<file path="src/rtl/fseg_pkg.sv">
`timescale 1ns / 1ps

package fseg_pkg;

    localparam int COUNT_W    = 32;
    localparam int LEN_W      = 24;
    localparam int LEVEL_W    = 16;
    localparam int CFG_IDX_W  = 3;
    localparam int CFG_DATA_W = 32;
    localparam int PROD_W     = LEVEL_W + LEN_W;
    // quotient is below 2^LEVEL_W since elapsed stays below the segment length
    localparam int DIV_STEPS  = LEVEL_W;
    localparam int STEP_W     = $clog2(DIV_STEPS);
    localparam int TIME_LSBS  = 2;

    localparam logic [CFG_IDX_W-1:0] CFG_ATTACK_SAMPLES  = 3'd0;
    localparam logic [CFG_IDX_W-1:0] CFG_DECAY_ONE_SAMP  = 3'd1;
    localparam logic [CFG_IDX_W-1:0] CFG_DECAY_TWO_SAMP  = 3'd2;
    localparam logic [CFG_IDX_W-1:0] CFG_RELEASE_SAMPLES = 3'd3;
    localparam logic [CFG_IDX_W-1:0] CFG_ATTACK_PEAK     = 3'd4;
    localparam logic [CFG_IDX_W-1:0] CFG_DECAY_ONE_LEVEL = 3'd5;
    localparam logic [CFG_IDX_W-1:0] CFG_SUSTAIN_LEVEL   = 3'd6;
    localparam logic [CFG_IDX_W-1:0] CFG_REST_LEVELS     = 3'd7;

    typedef enum logic [2:0] {
        SEG_IDLE       = 3'd0,
        SEG_ATTACK     = 3'd1,
        SEG_DECAY1     = 3'd2,
        SEG_DECAY2     = 3'd3,
        SEG_ON_STEADY  = 3'd4,
        SEG_RELEASE    = 3'd5,
        SEG_OFF_STEADY = 3'd6
    } seg_t;

    typedef enum logic [2:0] {
        SEQ_IDLE,
        SEQ_EVENT,
        SEQ_ELAPSED,
        SEQ_CLIP,
        SEQ_START,
        SEQ_DIVIDE,
        SEQ_DONE
    } seq_state_t;

    typedef enum logic [1:0] {
        DIV_IDLE,
        DIV_MUL,
        DIV_RUN,
        DIV_DONE
    } div_state_t;

    typedef struct packed {
        logic [LEN_W-1:0]      attack_samples;
        logic [LEN_W-1:0]      decay_one_samples;
        logic [LEN_W-1:0]      decay_two_samples;
        logic [LEN_W-1:0]      release_samples;
        logic [LEVEL_W-1:0]    attack_peak_level;
        logic [LEVEL_W-1:0]    decay_one_level;
        logic [LEVEL_W-1:0]    sustain_level;
        logic [CFG_DATA_W-1:0] rest_levels;
    } cfg_t;

    typedef struct packed {
        logic               start;
        logic [LEVEL_W-1:0] mag;
        logic [LEN_W-1:0]   elapsed;
        logic [LEN_W-1:0]   length;
    } div_req_t;

    typedef struct packed {
        logic               done;
        logic [LEVEL_W-1:0] quotient;
    } div_rsp_t;

    typedef struct packed {
        logic               valid;
        logic [LEVEL_W-1:0] level;
        logic [2:0]         segment;
    } res_t;

endpackage

</file>
<file path="src/rtl/four_segment_envelope_generator.sv">
`timescale 1ns / 1ps

// channel   handshake                 payload
// input     in_valid / in_ready       mode, key_on, sample_count
// output    out_valid / out_ready     level, segment
// config    cfg_we (no wait)          cfg_index, cfg_data
//
// an item is finished before the next in_ready; a zero-length segment skips the
// divide, any other runs the 16-step shift-subtract divider on the item
// reset clears the envelope state to idle and loads the register defaults
// the next item may be taken while a result waits in the output register;
// a finished result holds the sequencer until the output register frees up

module four_segment_envelope_generator
    import fseg_pkg::*;
(
    input  logic                  clk,
    input  logic                  rst_n,
    input  logic                  in_valid,
    output logic                  in_ready,
    input  logic                  mode,
    input  logic                  key_on,
    input  logic [COUNT_W-1:0]    sample_count,
    output logic                  out_valid,
    input  logic                  out_ready,
    output logic [LEVEL_W-1:0]    level,
    output logic [2:0]            segment,
    input  logic                  cfg_we,
    input  logic [CFG_IDX_W-1:0]  cfg_index,
    input  logic [CFG_DATA_W-1:0] cfg_data
);

    cfg_t     cfg;
    div_req_t div_req;
    div_rsp_t div_rsp;
    res_t     res;
    logic     res_ready;

    logic               out_valid_reg, out_valid_next;
    logic [LEVEL_W-1:0] level_reg, level_next;
    logic [2:0]         segment_reg, segment_next;

    fseg_cfg u_cfg (
        .clk       (clk),
        .rst_n     (rst_n),
        .cfg_we    (cfg_we),
        .cfg_index (cfg_index),
        .cfg_data  (cfg_data),
        .cfg       (cfg)
    );

    fseg_ctrl u_ctrl (
        .clk          (clk),
        .rst_n        (rst_n),
        .cfg          (cfg),
        .in_valid     (in_valid),
        .in_ready     (in_ready),
        .mode         (mode),
        .key_on       (key_on),
        .sample_count (sample_count),
        .div_req      (div_req),
        .div_rsp      (div_rsp),
        .res          (res),
        .res_ready    (res_ready)
    );

    fseg_div u_div (
        .clk   (clk),
        .rst_n (rst_n),
        .req   (div_req),
        .rsp   (div_rsp)
    );

    assign res_ready = !out_valid_reg || out_ready;

    always_comb
    begin
        out_valid_next = out_valid_reg;
        level_next     = level_reg;
        segment_next   = segment_reg;
        if (res.valid && res_ready)
        begin
            out_valid_next = 1'b1;
            level_next     = res.level;
            segment_next   = res.segment;
        end
        else if (out_ready)
        begin
            out_valid_next = 1'b0;
        end
    end

    always_ff @(posedge clk or negedge rst_n)
    begin
        if (!rst_n)
        begin
            out_valid_reg <= 1'b0;
        end
        else
        begin
            out_valid_reg <= out_valid_next;
        end
    end

    always_ff @(posedge clk)
    begin
        level_reg   <= level_next;
        segment_reg <= segment_next;
    end

    assign out_valid = out_valid_reg;
    assign level     = level_reg;
    assign segment   = segment_reg;

`ifndef SYNTHESIS
    // one item at a time: a transfer closes the input side
    a_busy_after_transfer: assert property (@(posedge clk) disable iff (!rst_n)
        in_valid && in_ready |=> !in_ready)
        else $error("input accepted while an item is in flight");

    // a pending result and the divider finishing both belong to a busy block
    a_result_while_busy: assert property (@(posedge clk) disable iff (!rst_n)
        res.valid |-> !in_ready)
        else $error("result pending while input is open");

    a_div_while_busy: assert property (@(posedge clk) disable iff (!rst_n)
        div_rsp.done |-> !in_ready && !div_req.start)
        else $error("divider finished outside an item");

    // a divide never completes on the cycle right after it was started
    a_div_latency: assert property (@(posedge clk) disable iff (!rst_n)
        div_req.start |=> !div_rsp.done)
        else $error("divider answered too early");
`endif

endmodule

</file>
<file path="src/rtl/fseg_cfg.sv">
`timescale 1ns / 1ps

module fseg_cfg
    import fseg_pkg::*;
(
    input  logic                  clk,
    input  logic                  rst_n,
    input  logic                  cfg_we,
    input  logic [CFG_IDX_W-1:0]  cfg_index,
    input  logic [CFG_DATA_W-1:0] cfg_data,
    output cfg_t                  cfg
);

    cfg_t cfg_reg;
    cfg_t cfg_next;

    always_comb
    begin
        cfg_next = cfg_reg;
        if (cfg_we)
        begin
            case (cfg_index)
                CFG_ATTACK_SAMPLES:  cfg_next.attack_samples    = cfg_data[LEN_W-1:0];
                CFG_DECAY_ONE_SAMP:  cfg_next.decay_one_samples = cfg_data[LEN_W-1:0];
                CFG_DECAY_TWO_SAMP:  cfg_next.decay_two_samples = cfg_data[LEN_W-1:0];
                CFG_RELEASE_SAMPLES: cfg_next.release_samples   = cfg_data[LEN_W-1:0];
                CFG_ATTACK_PEAK:     cfg_next.attack_peak_level = cfg_data[LEVEL_W-1:0];
                CFG_DECAY_ONE_LEVEL: cfg_next.decay_one_level   = cfg_data[LEVEL_W-1:0];
                CFG_SUSTAIN_LEVEL:   cfg_next.sustain_level     = cfg_data[LEVEL_W-1:0];
                CFG_REST_LEVELS:     cfg_next.rest_levels       = cfg_data;
                default:             cfg_next = cfg_reg;
            endcase
        end
    end

    always_ff @(posedge clk or negedge rst_n)
    begin
        if (!rst_n)
        begin
            // all registers clear except the attack peak, which resets to full scale
            cfg_reg <= {{(4*LEN_W){1'b0}}, {LEVEL_W{1'b1}},
                        {(2*LEVEL_W + CFG_DATA_W){1'b0}}};
        end
        else
        begin
            cfg_reg <= cfg_next;
        end
    end

    assign cfg = cfg_reg;

endmodule

</file>
<file path="src/rtl/fseg_div.sv">
`timescale 1ns / 1ps

module fseg_div
    import fseg_pkg::*;
(
    input  logic     clk,
    input  logic     rst_n,
    input  div_req_t req,
    output div_rsp_t rsp
);

    div_state_t          state_reg, state_next;
    logic [STEP_W-1:0]   step_reg, step_next;
    logic [LEN_W-1:0]    rem_reg, rem_next;
    logic [LEVEL_W-1:0]  quo_reg, quo_next;

    logic [PROD_W-1:0]   prod;
    logic [LEN_W:0]      shifted;
    logic [LEN_W:0]      trial;
    logic                fits;

    // operands are held stable by the sequencer while the divide runs
    assign prod    = PROD_W'(req.mag) * PROD_W'(req.elapsed);
    assign shifted = {rem_reg, quo_reg[LEVEL_W-1]};
    assign trial   = shifted - {1'b0, req.length};
    assign fits    = (shifted >= {1'b0, req.length});

    always_comb
    begin
        state_next   = state_reg;
        step_next    = step_reg;
        rem_next     = rem_reg;
        quo_next     = quo_reg;
        rsp.done     = 1'b0;
        rsp.quotient = quo_reg;
        case (state_reg)
            DIV_IDLE:
            begin
                if (req.start)
                begin
                    state_next = DIV_MUL;
                end
            end
            DIV_MUL:
            begin
                // upper part is already below the divisor
                rem_next   = prod[PROD_W-1:LEVEL_W];
                quo_next   = prod[LEVEL_W-1:0];
                step_next  = '0;
                state_next = DIV_RUN;
            end
            DIV_RUN:
            begin
                rem_next  = fits ? trial[LEN_W-1:0] : shifted[LEN_W-1:0];
                quo_next  = {quo_reg[LEVEL_W-2:0], fits};
                step_next = step_reg + 1'b1;
                if (step_reg == STEP_W'(DIV_STEPS - 1))
                begin
                    state_next = DIV_DONE;
                end
            end
            DIV_DONE:
            begin
                rsp.done   = 1'b1;
                state_next = DIV_IDLE;
            end
            default:
            begin
                state_next = DIV_IDLE;
            end
        endcase
    end

    always_ff @(posedge clk or negedge rst_n)
    begin
        if (!rst_n)
        begin
            state_reg <= DIV_IDLE;
            step_reg  <= '0;
        end
        else
        begin
            state_reg <= state_next;
            step_reg  <= step_next;
        end
    end

    always_ff @(posedge clk)
    begin
        rem_reg <= rem_next;
        quo_reg <= quo_next;
    end

endmodule

</file>
<file path="src/rtl/fseg_ctrl.sv">
`timescale 1ns / 1ps

module fseg_ctrl
    import fseg_pkg::*;
(
    input  logic               clk,
    input  logic               rst_n,
    input  cfg_t               cfg,
    input  logic               in_valid,
    output logic               in_ready,
    input  logic               mode,
    input  logic               key_on,
    input  logic [COUNT_W-1:0] sample_count,
    output div_req_t           div_req,
    input  div_rsp_t           div_rsp,
    output res_t               res,
    input  logic               res_ready
);

    seq_state_t          seq_reg, seq_next;
    seg_t                seg_reg, seg_next;
    logic [COUNT_W-1:0]  cur_count_reg, cur_count_next;
    logic [COUNT_W-1:0]  start_count_reg, start_count_next;
    logic [LEN_W-1:0]    len_reg, len_next;
    logic [LEVEL_W-1:0]  start_level_reg, start_level_next;
    logic [LEVEL_W-1:0]  end_level_reg, end_level_next;
    logic [LEVEL_W-1:0]  level_now_reg, level_now_next;

    logic                mode_reg, mode_next;
    logic                key_reg, key_next;
    logic [COUNT_W-1:0]  count_reg, count_next;
    logic                below_reg, below_next;
    logic [COUNT_W-1:0]  since_reg, since_next;
    logic [LEN_W-1:0]    elapsed_reg, elapsed_next;
    logic                neg_reg, neg_next;
    logic [LEVEL_W-1:0]  mag_reg, mag_next;

    logic [COUNT_W:0]    end_count;
    logic                end_reached;
    logic [COUNT_W:0]    since_full;
    logic [LEVEL_W:0]    level_diff;
    logic [LEVEL_W:0]    level_diff_neg;
    logic [COUNT_W-1:0]  clamp_base;
    logic [LEN_W-1:0]    clipped;
    logic [LEVEL_W-1:0]  part;

    assign end_count      = {1'b0, start_count_reg} + (COUNT_W + 1)'(len_reg);
    assign end_reached    = ({1'b0, count_reg} >= end_count);
    assign since_full     = {1'b0, cur_count_reg} - {1'b0, start_count_reg};
    assign level_diff     = {1'b0, end_level_reg} - {1'b0, start_level_reg};
    assign level_diff_neg = ~level_diff + 1'b1;
    assign clamp_base     = below_reg ? '0 : since_reg;
    assign clipped        = (clamp_base >= COUNT_W'(len_reg)) ? (len_reg - 1'b1)
                                                              : clamp_base[LEN_W-1:0];
    assign part           = neg_reg ? (~div_rsp.quotient + 1'b1) : div_rsp.quotient;

    always_comb
    begin
        seq_next         = seq_reg;
        seg_next         = seg_reg;
        cur_count_next   = cur_count_reg;
        start_count_next = start_count_reg;
        len_next         = len_reg;
        start_level_next = start_level_reg;
        end_level_next   = end_level_reg;
        level_now_next   = level_now_reg;
        mode_next        = mode_reg;
        key_next         = key_reg;
        count_next       = count_reg;
        below_next       = below_reg;
        since_next       = since_reg;
        elapsed_next     = elapsed_reg;
        neg_next         = neg_reg;
        mag_next         = mag_reg;
        in_ready         = 1'b0;
        div_req.start    = 1'b0;
        div_req.mag      = mag_reg;
        div_req.elapsed  = elapsed_reg;
        div_req.length   = len_reg;
        res.valid        = 1'b0;
        res.level        = level_now_reg;
        res.segment      = seg_reg;

        case (seq_reg)
            SEQ_IDLE:
            begin
                in_ready = 1'b1;
                if (in_valid)
                begin
                    mode_next  = mode;
                    key_next   = key_on;
                    count_next = sample_count;
                    seq_next   = SEQ_EVENT;
                end
            end
            SEQ_EVENT:
            begin
                if (!mode_reg)
                begin
                    case (seg_reg)
                        SEG_IDLE, SEG_OFF_STEADY:
                        begin
                            if (key_reg)
                            begin
                                seg_next         = SEG_ATTACK;
                                start_count_next = '0;
                                len_next         = cfg.attack_samples;
                                start_level_next = cfg.rest_levels[LEVEL_W-1:0];
                                end_level_next   = cfg.attack_peak_level;
                            end
                        end
                        SEG_ATTACK, SEG_DECAY1, SEG_DECAY2, SEG_ON_STEADY:
                        begin
                            if (!key_reg)
                            begin
                                seg_next         = SEG_RELEASE;
                                start_count_next = cur_count_reg;
                                len_next         = cfg.release_samples;
                                start_level_next = level_now_reg;
                                end_level_next   = cfg.rest_levels[2*LEVEL_W-1:LEVEL_W];
                            end
                        end
                        default:
                        begin
                            seg_next = seg_reg;
                        end
                    endcase
                end
                else
                begin
                    cur_count_next = count_reg;
                    if (end_reached)
                    begin
                        case (seg_reg)
                            SEG_ATTACK:
                            begin
                                seg_next         = SEG_DECAY1;
                                start_count_next = count_reg;
                                len_next         = cfg.decay_one_samples;
                                start_level_next = end_level_reg;
                                end_level_next   = cfg.decay_one_level;
                            end
                            SEG_DECAY1:
                            begin
                                seg_next         = SEG_DECAY2;
                                start_count_next = count_reg;
                                len_next         = cfg.decay_two_samples;
                                start_level_next = end_level_reg;
                                end_level_next   = cfg.sustain_level;
                            end
                            SEG_DECAY2:
                            begin
                                seg_next         = SEG_ON_STEADY;
                                start_count_next = count_reg;
                                len_next         = '0;
                                level_now_next   = end_level_reg;
                            end
                            SEG_RELEASE:
                            begin
                                seg_next         = SEG_OFF_STEADY;
                                start_count_next = count_reg;
                                len_next         = '0;
                                level_now_next   = end_level_reg;
                            end
                            default:
                            begin
                                seg_next = seg_reg;
                            end
                        endcase
                    end
                end
                seq_next = SEQ_ELAPSED;
            end
            SEQ_ELAPSED:
            begin
                below_next = since_full[COUNT_W];
                since_next = since_full[COUNT_W-1:0];
                neg_next   = level_diff[LEVEL_W];
                mag_next   = level_diff[LEVEL_W] ? level_diff_neg[LEVEL_W-1:0]
                                                 : level_diff[LEVEL_W-1:0];
                // zero-length segment keeps the held level
                if (len_reg == '0)
                begin
                    seq_next = SEQ_DONE;
                end
                else
                begin
                    seq_next = SEQ_CLIP;
                end
            end
            SEQ_CLIP:
            begin
                elapsed_next = {clipped[LEN_W-1:TIME_LSBS], TIME_LSBS'(0)};
                seq_next     = SEQ_START;
            end
            SEQ_START:
            begin
                div_req.start = 1'b1;
                seq_next      = SEQ_DIVIDE;
            end
            SEQ_DIVIDE:
            begin
                if (div_rsp.done)
                begin
                    level_now_next = start_level_reg + part;
                    seq_next       = SEQ_DONE;
                end
            end
            SEQ_DONE:
            begin
                res.valid = 1'b1;
                if (res_ready)
                begin
                    seq_next = SEQ_IDLE;
                end
            end
            default:
            begin
                seq_next = SEQ_IDLE;
            end
        endcase
    end

    always_ff @(posedge clk or negedge rst_n)
    begin
        if (!rst_n)
        begin
            seq_reg         <= SEQ_IDLE;
            seg_reg         <= SEG_IDLE;
            cur_count_reg   <= '0;
            start_count_reg <= '0;
            len_reg         <= '0;
            start_level_reg <= '0;
            end_level_reg   <= '0;
            level_now_reg   <= '0;
        end
        else
        begin
            seq_reg         <= seq_next;
            seg_reg         <= seg_next;
            cur_count_reg   <= cur_count_next;
            start_count_reg <= start_count_next;
            len_reg         <= len_next;
            start_level_reg <= start_level_next;
            end_level_reg   <= end_level_next;
            level_now_reg   <= level_now_next;
        end
    end

    always_ff @(posedge clk)
    begin
        mode_reg    <= mode_next;
        key_reg     <= key_next;
        count_reg   <= count_next;
        below_reg   <= below_next;
        since_reg   <= since_next;
        elapsed_reg <= elapsed_next;
        neg_reg     <= neg_next;
        mag_reg     <= mag_next;
    end

endmodule
</file>
<file path="config.mk">
export PLATFORM = sky130hd
export DESIGN_NAME = four_segment_envelope_generator
export DESIGN_NICKNAME = d
export VERILOG_FILES = /design/src/rtl/fseg_pkg.sv /design/src/rtl/four_segment_envelope_generator.sv /design/src/rtl/fseg_cfg.sv /design/src/rtl/fseg_div.sv /design/src/rtl/fseg_ctrl.sv
export SDC_FILE = /design/constraint.sdc
export NUM_CORES = 2
export LEC_CHECK = 0
export ABC_AREA = 1
export BUFFER_PORTS_ARGS = -buffer_cell sky130_fd_sc_hd__buf_2
export CAP_MARGIN = 10
export CORE_UTILIZATION = 55
export CTS_CLUSTER_SIZE = 30
export DETAILED_ROUTE_END_ITERATION = 12
export GPL_TIMING_DRIVEN = 0
export PLACE_DENSITY = 0.81
export SYNTH_ARGS = -nofsm -noshare
export SYNTH_HDL_FRONTEND = slang
export SYNTH_HIERARCHICAL = 1
export SYNTH_SLANG_ARGS = --single-unit
</file>
<file path="constraint.sdc">
create_clock -name clk -period 5.5 [get_ports clk]
set_input_delay 0.825 -clock clk [delete_from_list [all_inputs] [get_ports clk]]
set_output_delay 0.825 -clock clk [all_outputs]
set_load 0.02 [all_outputs]
</file>
* After elaboration in Yosys (flattened, before gate mapping)
Index checks and enable logic that the tools add are counted.
Operators by class: equality and inequality tests 39, magnitude comparators 3, bitwise operators 2, reductions and logical operators 35, muxes and demuxes 57, multiply operators 1, $add $sub $neg 9
Operators by type and width (count):
- 16-bit two-way mux | 15
- 32-bit two-way mux | 6
- 16-bit case mux with 2 select lines | 5
- 24-bit two-way mux | 6
- 24-bit case mux with 2 select lines | 2
- 24-bit case mux with 3 select lines | 1
- 32-bit case mux with 2 select lines | 1
- 16-bit by 22-bit multiplier with 38-bit output | 1
- 32-bit by 24-bit adder with 33-bit output | 1
- 32-bit by 33-bit >= comparator with 1-bit output | 1
- 32-bit by 32-bit subtractor with 33-bit output | 1
- 16-bit by 1-bit adder with 16-bit output, second input constant | 2
- 32-bit by 24-bit >= comparator with 1-bit output | 1
- 16-bit inverter | 2
- 3-bit equality test, second input constant | 10
- 6-bit AND reduction | 5
- 25-bit by 24-bit >= comparator with 1-bit output | 1
- 24-bit zero test | 1
- 3-bit two-way mux | 8
- 24-bit by 1-bit subtractor with 24-bit output, second input constant | 1
- 24-bit subtractor | 1
- 2-bit AND reduction | 11
- 3-bit case mux with 7 select lines | 1
- 3-bit by 2-bit equality test with 1-bit output, second input constant | 6
- 31 further kinds | 56
Word-level totals: bits in registers 490, word-level logic and storage cells 177, output and inout port bits 21, bits of input ports 74

* Depth between registers and ports, before layout
depth in word-level cells 6, depth in mapped cells 31, mapped depth without buffers 30

* Cells and area by module
The synthesis kept the hierarchy.
Modules (own cells, without submodules):
- fseg_ctrl | cells an instance 2386, area an instance 18166.2 sq um, times used 1
- fseg_div | cells an instance 2525, area an instance 17516.8 sq um, times used 1
- fseg_cfg | cells an instance 786, area an instance 6901.6 sq um, times used 1
- four_segment_envelope_generator | cells an instance 25, area an instance 615.6 sq um, times used 1

* Worst setup path before layout
No wires, ideal clock.
path kind reg-to-reg, from register u_ctrl.elapsed_reg[8], to register u_div.rem_reg[7], data pin, buffers on the path 2, cell stages (with the launch flop) 24, clock period less this slack 5719 ps, setup time 254 ps, path slack -219 ps, data arrival time 5465 ps, cells stage by stage edfxtp_1 clkbuf_1 clkbuf_1 nand2_1 fa_1 inv_1 fa_1 inv_1 fa_1 inv_1 fa_1 fa_1 inv_1 fa_1 inv_1 ha_1 a21oi_1 and2_1 nand2_1 nand2_1 nand3_1 or2_2 nand3_1 nand2_1
Between the ends: cells in the longest elaborated chain, start to end 2
RTL lines:
- from (decl) | line fseg_ctrl.sv:34 | logic [LEN_W-1:0] elapsed_reg, elapsed_next;
- from (signal assigned) | line fseg_ctrl.sv:257 | elapsed_reg <= elapsed_next;
- 16-bit by 22-bit multiplier with 38-bit output | line fseg_div.sv:23 | assign prod = PROD_W'(req.mag) * PROD_W'(req.elapsed);
- 24-bit case mux with 2 select lines | line fseg_div.sv:36 | case (state_reg)
- via u_div.rem_next[7] | line fseg_div.sv:14 | logic [LEN_W-1:0] rem_reg, rem_next;
- to (signal assigned) | line fseg_div.sv:90 | rem_reg <= rem_next;
- to (decl) | line fseg_div.sv:14
The timed path passes the listed nets, and every way through them passes these cells. A chain may end at the register's enable or synchronous reset.

* Worst setup path in the final report
from register u_ctrl.elapsed_reg[3], to register u_div.rem_reg[22], data pin
The elaborated chain is that of the path after synthesis.

==> flow_summary.yaml <==
timing:
  setup_ws_ps: -832.9
  slew_headroom_pct: 35.41
  min_period_ps: 6333
  rsz0062_at_grt: "true"
  maxSlewViolCount: 0
  hold_viol: 0
  setup_viol_count_final: 30
  fin_crit_sh_pct: 115.1
  fmax_mhz: 157.9
  worst_pin_slew_ps: 968.9
  fin_skew_ps: 76.15
final_layout:
  largest_reg_flops: 176
  final_nets: 6664
  fin_util_pct: 64.72
  layout_commonest_cell: "nand2_1"
  final_cell_mix: "nand2_1, inv_1, nand3_1, dfrtp_1, fa_1"
  syn_to_final_growth_pct: 16.24
  drive_above_1_share_pct: 13.90
synth:
  synth_warnings: 6
  synthFlopType: "dfrtp_1"
  yosys-top-cells-area: "dfrtp_1, nand2_1, fa_1, edfxtp_1, inv_1"
  synth-seq-cells: 490
  async_flop_share_pct: 66.33
  yosys.area.top_type_share_pct: 17.90
  ys_types: 64
  syn_area_per_cell_sq_um: 7.550
  synth-seq-area-share_pct: 30.34
  synth_edf_count: 165
  synth_area_sq_mm: 0.04320
  yosys.area.top_type: "dfrtp_1"
  syn_inst: 5722
critical_path:
  end_kind: "flop"
  worstPathArrival_ps: 6640
  r2r_slack_ps: -830
  rr_endpoint: "u_div/rem_reg[22]$_DFFE_PP_"
  start_kind: "flop"
  r2r_start: "u_ctrl/elapsed_reg[3]$_DFFE_PP_"
  path_class: "flop to flop"
  cp_max_fo: 6
  r2r_cells: 24
  crit_required_ps: 5810
grt:
  grt_pass1_vias: 39913
  overflow: 0
  grt_pass1_wl_um: 215900
  grtUsageTotal_pct: 35.20
  antenna_found_initial: 12
  grt_max_degree: 125
cts:
  numCtsBuffers: 51
  clockRootBuffer: "clkbuf_16"
  cts_tree: "done"
  clk_pin_slew_ps: 60
  worstSkewPairLatency_ps: 630
  cts_htree_levels: 2
  cts.sink_count: 490
  postCtsHoldBufs: 0
  clockBufferDepth: 3
die:
  dieArea_sq_mm: 0.07967
  dieWidth_um: 282.3
  ios: 95
  rows: 102
  start_util_pct: 55.67
  core_area_sq_mm: 0.07759
  die_h_um: 282.3
route:
  vias: 41694
  drt-total-wl_um: 149700
  vias_per_cell: 5.883
  antenna_left: 0
  wl_per_cell_um: 21.12
  drc: 32
  first_iter_violations: 5268
  firstDrtPassIters: 13
placement:
  dp_hpwl_um: 99970
  gp_congestion: 0.9969
  portBuffers: 78
hold_path:
  worstHoldPathType: "input port to asynchronous set/reset pin"
flow_run:
  cap_violations: 0
outcome:
  status: "complete, but fails checks"
  failed_checks: "design-rule violations, negative setup slack"
-- through the flow --
step	std cells	setup WS, ps	setup TNS [ps]	area (sq um)	hold slack, ps
after global placement	6841	-2389	-753620	44970	450.9
after global routing	7078	-1316	-26490	50190	217.8
after CTS	7038	-212.9	-2865	49100	178.4
final	7087	-832.9	-17130	50220	168.9
after floorplan	5723	1.310	0	43280	442.2
after detailed placement	6848	-1193	-26440	45170	452.8
-- synthesized netlist by cell type (9+ instances only) --
cell type     n
dfstp_2      16
clkbuf_1    152
a32o_1       40
o21ai_1      60
nand3b_1     15
clkbuf_2     16
xnor2_1      50
a31oi_1      30
nand4_1      48
nor2_1      236
nor3_1       42
a21oi_1     206
buf_6         9
fa_1        311
ha_1        285
dfrtp_1     309
inv_1      1006
buf_2        52
o21bai_1     12
or2_2        14
a21o_1        9
o21ai_0     167
nand3_1     353
edfxtp_1    165
xor2_1       74
nand2_2      11
nand2_1    1920
-- final cells by class --
type / instances / area, sq um
diodes: 10 / 25.02
plain buffers: 223 / 1551
clock buffers: 65 / 1379
clock inverters: 31 / 432.9
fillers: 6233 / 27380
inverters: 1013 / 3820
multi-input cells: 3980 / 26600
flip-flops and latches: 490 / 13110
well taps: 1040 / 1301
repair buffers: 235 / 2003
-- routing by layer --
metal / track usage (%) / wire length, um
met4: 22.65 / 13240
met5: 0 / 238
met1: 43.31 / 52490
met3: 8.169 / 18620
met2: 55.77 / 65080
-- what timing repair did --
action                     in CTS  in global routing
setup endpoints to repair      31                 53
pin swaps                      97                 77
cloned                          6                  1
gates resized for setup       322                230
buffers inserted              104                 40
-- worst max-delay path, stage by stage, from the launching register on --
cell	delay, ps
edfxtp_1	560
buf_6	210
buf_4	170
nand2_1	90
inv_1	90
fa_1	650
fa_2	560
fa_1	600
fa_2	490
fa_1	520
inv_1	90
fa_1	550
inv_2	70
ha_4	330
nand2_4	90
inv_2	80
nand2_4	80
nor2_4	170
nand4_1	170
nand3_4	170
nand2_2	70
nand2_1	70
nand2_1	70
nand3_2	60
nand2_1	80
-- cell families after synthesis --
group	Yosys count	synth area share (%)
AO/OA/AOI/OAI	578	7.765
adder cells (fa/ha/maj)	596	22.67
flip-flops	490	30.34
AND/OR/NAND/NOR	2680	25.44
XOR/XNOR	124	2.514
buffers and inverters	1253	11.27
other	1	0.008681
-- how the worst max path moves through the flow --
stage / startpoint / to / cells past startpoint
2_1_floorplan: u_ctrl/elapsed_reg[18]$_DFFE_PP_ / u_div/rem_reg[7]$_DFFE_PP_ / 22
3_3_place_gp: rst_n / u_ctrl/cur_count_reg[17]$_DFFE_PN0P_ / 1
3_5_place_dp: u_ctrl/mag_reg[10]$_DFFE_PP_ / u_div/rem_reg[6]$_DFFE_PP_ / 21
4_1_cts: u_ctrl/mag_reg[1]$_DFFE_PP_ / u_div/rem_reg[22]$_DFFE_PP_ / 24
5_1_grt: u_ctrl/mag_reg[9]$_DFFE_PP_ / u_div/rem_reg[22]$_DFFE_PP_ / 25
6_report: u_ctrl/elapsed_reg[3]$_DFFE_PP_ / u_div/rem_reg[22]$_DFFE_PP_ / 24
Power is left out: the tool's default activity adds up to more than one toggle a clock period on the data nets, which glitch-free logic cannot reach.
